$ cat config.mk
export PLATFORM = sky130hd
export DESIGN_NAME = c3rgb_lane
export DESIGN_NICKNAME = d
export VERILOG_FILES = /design/src/rtl/c3rgb_pkg.sv /design/src/rtl/c3rgb_lane.sv
export SDC_FILE = /design/constraint.sdc
export NUM_CORES = 1
export LEC_CHECK = 0
export ABC_CLOCK_PERIOD_IN_PS = 9000
export BUFFER_PORTS_ARGS = -buffer_cell sky130_fd_sc_hd__buf_2
export CORE_ASPECT_RATIO = 0.9
export CORE_UTILIZATION = 45
export CTS_CLUSTER_SIZE = 14
export DETAILED_ROUTE_END_ITERATION = 8
export SYNTH_ARGS = -nofsm -noshare
export SYNTH_HDL_FRONTEND = slang
export SYNTH_SLANG_ARGS = --single-unit
$ cat constraint.sdc
create_clock -name clock -period 9 [get_ports clock]
set_input_delay 0.9 -clock clock [delete_from_list [all_inputs] [get_ports clock]]
set_output_delay 0.9 -clock clock [all_outputs]
set_load 0.02 [all_outputs]
$ cat src/rtl/c3rgb_pkg.sv
package c3rgb_pkg;

   localparam int MAX_WIDTH_DEF = 2048;

   localparam int PIX_W   = 24;
   localparam int CHAN_W  = 8;
   localparam int TAPS    = 9;
   localparam int LANES   = 3;
   localparam int ACC_W   = 20;
   localparam int DIV_W   = 16;
   localparam int DMAG_W  = 17;
   localparam int BIAS_W  = 9;
   localparam int CIDX_W  = 3;
   localparam int CDATA_W = 24;

   localparam logic [7:0] CLAMP_MAX = 8'd255;

   localparam logic [CIDX_W-1:0] REG_IMAGE_WIDTH = 3'd0;
   localparam logic [CIDX_W-1:0] REG_COEF_TOP    = 3'd1;
   localparam logic [CIDX_W-1:0] REG_COEF_MIDDLE = 3'd2;
   localparam logic [CIDX_W-1:0] REG_COEF_BOTTOM = 3'd3;
   localparam logic [CIDX_W-1:0] REG_DIVISOR     = 3'd4;
   localparam logic [CIDX_W-1:0] REG_BIAS        = 3'd5;

   typedef enum logic [1:0] {
      TOP_IDLE,
      TOP_LOAD,
      TOP_RUN
   } top_state_type;

   typedef enum logic [1:0] {
      LANE_IDLE,
      LANE_MAC,
      LANE_DIV,
      LANE_FIN
   } lane_state_type;

   typedef struct packed {
      logic start;
      logic ack;
   } lane_ctrl_type;

endpackage

$ cat src/rtl/c3rgb_lane.sv
module c3rgb_lane (
   input  logic                                clock,
   input  logic                                reset,
   input  c3rgb_pkg::lane_ctrl_type            ctrl,
   input  logic [c3rgb_pkg::TAPS-1:0][7:0]     pixels,
   input  logic [c3rgb_pkg::TAPS-1:0][7:0]     coefs,
   input  logic [c3rgb_pkg::DIV_W-1:0]         divisor,
   input  logic [c3rgb_pkg::BIAS_W-1:0]        bias,
   output logic                                done,
   output logic [7:0]                          result
);

   localparam int AW = c3rgb_pkg::ACC_W;
   localparam int DW = c3rgb_pkg::DMAG_W;

   c3rgb_pkg::lane_state_type state_ff, state_in;

   logic [c3rgb_pkg::TAPS-1:0][7:0] pix_ff, coef_ff;
   logic [7:0]                      centre_ff;
   logic                            bypass_ff, bypass_in;
   logic [DW-1:0]                   dmag_ff, dmag_in;
   logic                            dneg_ff, dneg_in;
   logic [c3rgb_pkg::BIAS_W-1:0]    bias_ff;
   logic signed [AW-1:0]            acc_ff, acc_in;
   logic [3:0]                      tap_ff, tap_in;
   logic [4:0]                      step_ff, step_in;
   logic [AW-1:0]                   dvd_ff, dvd_in;
   logic [AW-1:0]                   quo_ff, quo_in;
   logic [DW:0]                     rem_ff, rem_in;
   logic                            qneg_ff, qneg_in;

   logic signed [16:0]   prod;
   logic [DW:0]          trial;
   logic signed [AW:0]   qsigned;
   logic signed [AW:0]   value;

   always_comb begin
      state_in = state_ff;
      case (state_ff)
         c3rgb_pkg::LANE_IDLE: begin
            if (ctrl.start) begin
               state_in = (divisor == '0) ? c3rgb_pkg::LANE_FIN : c3rgb_pkg::LANE_MAC;
            end
         end
         c3rgb_pkg::LANE_MAC: begin
            if (tap_ff == 4'(c3rgb_pkg::TAPS - 1)) state_in = c3rgb_pkg::LANE_DIV;
         end
         c3rgb_pkg::LANE_DIV: begin
            if (step_ff == 5'(AW)) state_in = c3rgb_pkg::LANE_FIN;
         end
         c3rgb_pkg::LANE_FIN: begin
            if (ctrl.ack) state_in = c3rgb_pkg::LANE_IDLE;
         end
         default: state_in = c3rgb_pkg::LANE_IDLE;
      endcase
   end

   assign prod  = $signed(coef_ff[tap_ff]) * $signed({1'b0, pix_ff[tap_ff]});
   assign trial = {rem_ff[DW-1:0], dvd_ff[AW-1]};

   always_comb begin
      bypass_in = bypass_ff;
      dmag_in   = dmag_ff;
      dneg_in   = dneg_ff;
      acc_in    = acc_ff;
      tap_in    = tap_ff;
      step_in   = step_ff;
      dvd_in    = dvd_ff;
      quo_in    = quo_ff;
      rem_in    = rem_ff;
      qneg_in   = qneg_ff;
      case (state_ff)
         c3rgb_pkg::LANE_IDLE: begin
            bypass_in = (divisor == '0);
            dneg_in   = divisor[c3rgb_pkg::DIV_W-1];
            dmag_in   = divisor[c3rgb_pkg::DIV_W-1] ?
                        (DW'(0) - {1'b1, divisor}) : {1'b0, divisor};
            acc_in    = '0;
            tap_in    = '0;
         end
         c3rgb_pkg::LANE_MAC: begin
            acc_in = acc_ff + AW'(prod);
            tap_in = tap_ff + 4'd1;
            if (tap_ff == 4'(c3rgb_pkg::TAPS - 1)) begin
               qneg_in = acc_in[AW-1] ^ dneg_ff;
               dvd_in  = acc_in[AW-1] ? (AW'(0) - AW'(acc_in)) : AW'(acc_in);
               rem_in  = '0;
               quo_in  = '0;
               step_in = '0;
            end
         end
         c3rgb_pkg::LANE_DIV: begin
            if (step_ff != 5'(AW)) begin
               // one quotient bit per cycle, restoring
               if (trial >= {1'b0, dmag_ff}) begin
                  rem_in = trial - {1'b0, dmag_ff};
                  quo_in = {quo_ff[AW-2:0], 1'b1};
               end else begin
                  rem_in = trial;
                  quo_in = {quo_ff[AW-2:0], 1'b0};
               end
               dvd_in  = {dvd_ff[AW-2:0], 1'b0};
               step_in = step_ff + 5'd1;
            end
         end
         default: ;
      endcase
   end

   always_ff @(posedge clock) begin
      if (reset) begin
         state_ff <= c3rgb_pkg::LANE_IDLE;
      end else begin
         state_ff <= state_in;
      end
      if (state_ff == c3rgb_pkg::LANE_IDLE && ctrl.start) begin
         pix_ff    <= pixels;
         coef_ff   <= coefs;
         centre_ff <= pixels[4];
         bias_ff   <= bias;
      end
      bypass_ff <= bypass_in;
      dmag_ff   <= dmag_in;
      dneg_ff   <= dneg_in;
      acc_ff    <= acc_in;
      tap_ff    <= tap_in;
      step_ff   <= step_in;
      dvd_ff    <= dvd_in;
      quo_ff    <= quo_in;
      rem_ff    <= rem_in;
      qneg_ff   <= qneg_in;
   end

   // sign the quotient, add bias, clamp to a byte; a zero divisor passes the centre through
   assign qsigned = qneg_ff ? -$signed({1'b0, quo_ff}) : $signed({1'b0, quo_ff});
   assign value   = qsigned + (AW+1)'($signed(bias_ff));

   always_comb begin
      if (bypass_ff) begin
         result = centre_ff;
      end else if (value < 0) begin
         result = '0;
      end else if (value > $signed((AW+1)'(c3rgb_pkg::CLAMP_MAX))) begin
         result = c3rgb_pkg::CLAMP_MAX;
      end else begin
         result = value[7:0];
      end
   end

   assign done = (state_ff == c3rgb_pkg::LANE_FIN);

endmodule

**Word level (Yosys, flattened, before mapping)**

Index checks and enable logic that the tools add are counted.

- Bits in registers: 261
- Input port bits: 173
- Output and inout port bits: 9
- Logic and storage cells: 96

- Add/subtract/negate cells: 8
- $mul: 1
- Magnitude comparators: 4
- Eq/ne operators: 11
- Mux-type cells: 32
- Bitwise operators: 1
- Reductions and logical operators: 8

Operator list:

| operator | count |
|---|---|
| case mux 20 bit (2 select lines) | 3 |
| 2-to-1 mux 20 bit | 5 |
| binary-select mux 8 bit (select 4 bit) | 2 |
| 2-to-1 mux 17 bit | 3 |
| 2-to-1 mux 8 bit | 5 |
| case mux 17 bit (2 select lines) | 1 |
| adder 21 x 9 -> 21 bit | 1 |
| > comparator 21 x 9 -> 1 bit, second input constant | 1 |
| less-than comparator 21 x 1 -> 1 bit, second input constant | 1 |
| 2-to-1 mux 21 bit | 1 |
| negation 20 -> 21 bit | 1 |
| adder 20 x 17 -> 20 bit | 1 |
| subtractor 1 x 20 -> 20 bit, first input constant | 1 |
| >= comparator 18 x 17 -> 1 bit | 1 |
| multiplier 8 x 9 -> 17 bit | 1 |
| subtractor 1 x 17 -> 17 bit, first input constant | 1 |
| subtractor 17 bit | 1 |
| zero test 16 bit | 1 |
| 2-to-1 mux 15 bit | 1 |
| 2-to-1 mux 2 bit | 5 |
| 2-to-1 mux 5 bit | 2 |
| != test 2 bit, second input constant | 5 |
| case mux 5 bit (2 select lines) | 1 |
| case mux 2 bit (4 select lines) | 1 |
| other kinds (17) | 19 |

**Logic depth before layout (Yosys ltp)**

- Word-level depth: 8
- Gate-level depth with buffers: 28
- Gate-level depth less buffers: 25

**Least setup slack after synthesis**

Ideal clock, no wire load.

- Path kind: register -> register
- Start point: register tap_ff[0]
- End point: register dvd_ff[18] (data pin)
- Setup time: 0.260 ns
- Arrival: 7.472 ns
- Required time: 8.740 ns
- Setup slack: 1.268 ns
- Cell stages (with the launch flop): 25
- Buffers on the path: 2
- Period minus slack after synthesis: 7.732 ns
- Cell sequence: edfxtp_1 -> buf_2 -> buf_1 -> mux4_2 -> mux2i_1 -> nor2_1 -> a21oi_1 -> inv_1 -> nand2_1 -> fa_1 -> fa_1 -> inv_1 -> fa_1 -> fa_1 -> fa_1 -> ha_1 -> o21ai_0 -> nor2_1 -> nor2_1 -> or3_1 -> or3_1 -> or4_1 -> o31a_1 -> xnor2_1 -> mux2_2

- Cells in the longest elaborated chain, start to end: 8
- Elaborated cells on any way between the ends: 10
- Those cells by class: add/sub: 2; mul: 1; mux: 7

Ends and longest elaborated chain:

| what | line | text |
|---|---|---|
| start: declaration | c3rgb_lane.sv:25 | `logic [3:0] tap_ff, tap_in;` |
| start signal: assignment | c3rgb_lane.sv:126 | `tap_ff <= tap_in;` |
| binary-select mux 8 bit (select 4 bit) | c3rgb_lane.sv:58 | `assign prod = $signed(coef_ff[tap_ff]) * $signed({1'b0, pix_ff[tap_ff]});` |
| 2-to-1 mux 8 bit (implied by the code) | c3rgb_lane.sv:58 |  |
| multiplier 8 x 9 -> 17 bit (*) | c3rgb_lane.sv:58 |  |
| adder 20 x 17 -> 20 bit (*) | c3rgb_lane.sv:82 | `acc_in = acc_ff + AW'(prod);` |
| subtractor 1 x 20 -> 20 bit | c3rgb_lane.sv:86 | `dvd_in = acc_in[AW-1] ? (AW'(0) - AW'(acc_in)) : AW'(acc_in);` |
| 2-to-1 mux 20 bit (*) | c3rgb_lane.sv:86 |  |
| 2-to-1 mux 20 bit (*) | c3rgb_lane.sv:84 | `if (tap_ff == 4'(c3rgb_pkg::TAPS - 1)) begin` |
| case mux 20 bit (2 select lines) (*) | c3rgb_lane.sv:72 | `case (state_ff)` |
| named net dvd_in[18] | c3rgb_lane.sv:27 | `logic [AW-1:0] dvd_ff, dvd_in;` |
| end signal: assignment | c3rgb_lane.sv:128 | `dvd_ff <= dvd_in;` |
| end: declaration | c3rgb_lane.sv:27 |  |

The timed path passes the listed nets; every way through them passes the cells marked *. The select of a mux whose other input is x is not followed.
A chain may end at the register's enable or synchronous reset.

**Worst setup path after layout**

Same ends and word-level chain as after synthesis.

==> metrics.yaml <==
status:
  status: "finished, final reports clean"
worst_setup_path:
  cp_top_family: "adder cells"
  worstSetupPathType: "flip-flop to flip-flop"
  crit_required_ns: 9.30
  critPathSlowestCell: "edfxtp_1"
  crit_buf_inv: 2
  rr_endpoint: "dvd_ff[18]"
  arrival_ns: 8.45
  rr_worst_depth: 22
  cp_cell_sequence: "buf_12 > mux4_2 > mux2i_1 > nor2_1 > a21oi_1 > or2_2 > fa_1 > fa_1 > inv_1 > fa_1 > fa_1 > fa_1 > ha_1 > o21ai_0 > nor2_1 > nor2_1 > or3_1 > or3_1 > or4_1 > o31a_1 > xnor2_1 > mux2_2"
  ff2ff_setup_slack_ns: 0.86
  cp_max_fo: 21
  reg2reg_from: "tap_ff[0]"
  end_kind: "flip-flop"
  start_kind: "flip-flop"
  slowest_delay_ns: 0.65
  path_common_cell: "fa_1"
floorplan:
  num_rows: 65
  coreArea_um2: 35100
  pin_count: 182
  die_x_um: 201
  dieHeight_um: 181
  dieArea_um2: 36500
  initial_core_util_pct: 45.7
grt:
  grtUsageTotal_pct: 19.3
  first_global_vias: 10832
  grt_pass1_wl_um: 55900
  grt_max_degree: 84
  grt-ovfl-total: 0
  antenna_found_initial: 10
route:
  initialDrtViolationCount: 604
  viasPerCell: 5.24
  vias: 10615
  drtPass1Iterations: 5
  drc: 0
  post_drt_wl_per_cell_um: 17.1
  wirelength_um: 34600
  ant_nets: 0
sta:
  period_needed_ns: 8.14
  tns_ns: 0
  period_share_pct: 90.5
  fmax_mhz: 123
  slew_violations: 0
  rsz0062_at_grt: "no"
  setup_viol: 0
  worst_pin_slew_ns: 0.904
  relSlewSlack_pct: 39.8
  hold_violations: 0
  finClkSkew_ns: 0.0257
cts:
  clock_sinks: 261
  cts_resized: 0
  post_cts_buffers: 0
  cts_tree: "built"
  h-tree-depth: 1
  cts_buffers: 28
  clock_latency_ns: 0.57
  cts_buffer_depth: 3
  clockRootBuffer: "clkbuf_16"
  ctsHoldBuffers: 0
  clk_pin_slew_worst_paths_ns: 0.06
cells_and_area:
  area_growth_pct: 14.7
  fin_nets: 1866
  stdcell_area_um2: 18400
  multi_input_area_um2: 7600
  drive_gt1_share_pct: 18.7
  ff_latch_area_um2: 7820
  fill_cells: 3136
logic_synthesis:
  yosysTopAreaCellShare_pct: 48.4
  synth_area_leaders: "edfxtp_1, ha_1, fa_1"
  dominantRegCellSynth: "edfxtp_1"
  post_synth.cell_area_avg_um2: 12.0
  synth_edf_count: 259
  synthesis.area_um2: 16100
  synth.largest_area_cell: "edfxtp_1"
  netlist_instances: 1341
  async_reset_ff_share_pct: 0
  syn_nets: 1675
  ys.warnings.count: 0
  ys_seq_area_share_pct: 48.6
  ys_seq_elements: 261
  synth_cell_types: 71
place:
  placed_area_um2: 17600
  gp_congestion: 0.843
  io_buffers: 181
  dp_hpwl_um: 25900
worst_hold_path:
  holdPathStages: 1
  hold_class: "primary input to flip-flop"
  min_to: "pix_ff[18]"
  holdCritStartpoint: "pixels[18]"
job:
  drv_cap: 0
==> cell usage after synthesis (8+ instances only) <==
cell and count:
mux4_2 32, nand3_1 15, fa_1 53, o21ai_1 11, nor2_1 100, o31ai_1 11, o21ai_0 72, nand2b_1 16
or3_1 15, edfxtp_1 259, clkbuf_1 24, xor2_1 17, nor3_1 16, inv_1 139, o41ai_1 9, a211oi_1 8
nand2_1 76, xnor2_1 76, mux2i_1 33, a21oi_1 40, nor2b_1 33, o21a_1 13, and2_1 42, ha_1 108
==> cell type report <==
class | instances | area share, %
Antenna cell | 8 | 0.109
Tap cell | 469 | 3.18
Multi-Input combinational cell | 906 | 41.2
Inverter | 139 | 2.83
Timing Repair Buffer | 196 | 5.59
Sequential cell | 261 | 42.4
Clock inverter | 16 | 0.747
Clock buffer | 32 | 3.88
==> metrics by stage <==
stage / hold WS (ns) / utilization [%] / cells / setup WS [ns]
floorplan: 0.493 / - / 1341 / 1.27
global placement: 0.516 / 50.0 / 1971 / 0.941
detailed placement: 0.515 / 50.0 / 1971 / 0.875
CTS: 0.462 / 52.4 / 2019 / 0.843
global route: 0.471 / 52.5 / 2027 / 0.321
finish: 0.497 / 52.5 / 2027 / 0.856
==> state kept, by name, summed over array words and instances (netlist names), 8 cells and up <==
name	count
dmag_ff	17
rem_ff	17
dvd_ff	20
bias_ff	9
pix_ff	64
centre_ff	8
coef_ff	72
quo_ff	20
acc_ff	20
==> cell families after synthesis <==
family	share of synthesized area (%)
other	0.0233
adder cells (fa/ha/maj)	15.0
XOR/XNOR	5.07
AO/OA/AOI/OAI	8.95
AND/OR/NAND/NOR	11.5
buffers and inverters	4.20
flip-flops	48.6
multiplexers	6.61
==> per-layer routing <==
metal  vias up  GRT usage (%)  wire [µm]
met5         -              0          8
met4         2           5.70        816
met3        42           2.92       1520
met2       230           32.2      16700
met1      5113           26.1      15600
li1       5228              -          -
==> layout by cell type, fill, tap and decap left out, drive strengths merged, types with 11 or more instances in the layout <==
| cell | n |
|---|---|
| edfxtp | 259 |
| buf | 196 |
| inv | 142 |
| ha | 108 |
| nor2 | 100 |
| o21ai | 83 |
| nand2 | 76 |
| xnor2 | 76 |
| fa | 53 |
| and2 | 43 |
| a21oi | 40 |
| mux2i | 33 |
| nor2b | 33 |
| mux4 | 32 |
| clkbuf | 32 |
| xor2 | 17 |
| or3 | 17 |
| nand2b | 16 |
| nor3 | 16 |
| nand3 | 15 |
| o21a | 13 |
| o31ai | 12 |
| clkinv | 11 |
==> worst max path at each step <==
stage                    from          to  depth (start not counted)
finish              tap_ff[0]  dvd_ff[18]                         22
global route        tap_ff[0]  dvd_ff[11]                         22
CTS                 tap_ff[0]  dvd_ff[18]                         22
detailed placement  tap_ff[0]  dvd_ff[18]                         22
global placement    tap_ff[0]  dvd_ff[18]                         22
floorplan           tap_ff[0]  dvd_ff[18]                         24
Power is not shown: default switching activity piles up to over one toggle a cycle in this logic, so the estimate is an artifact.
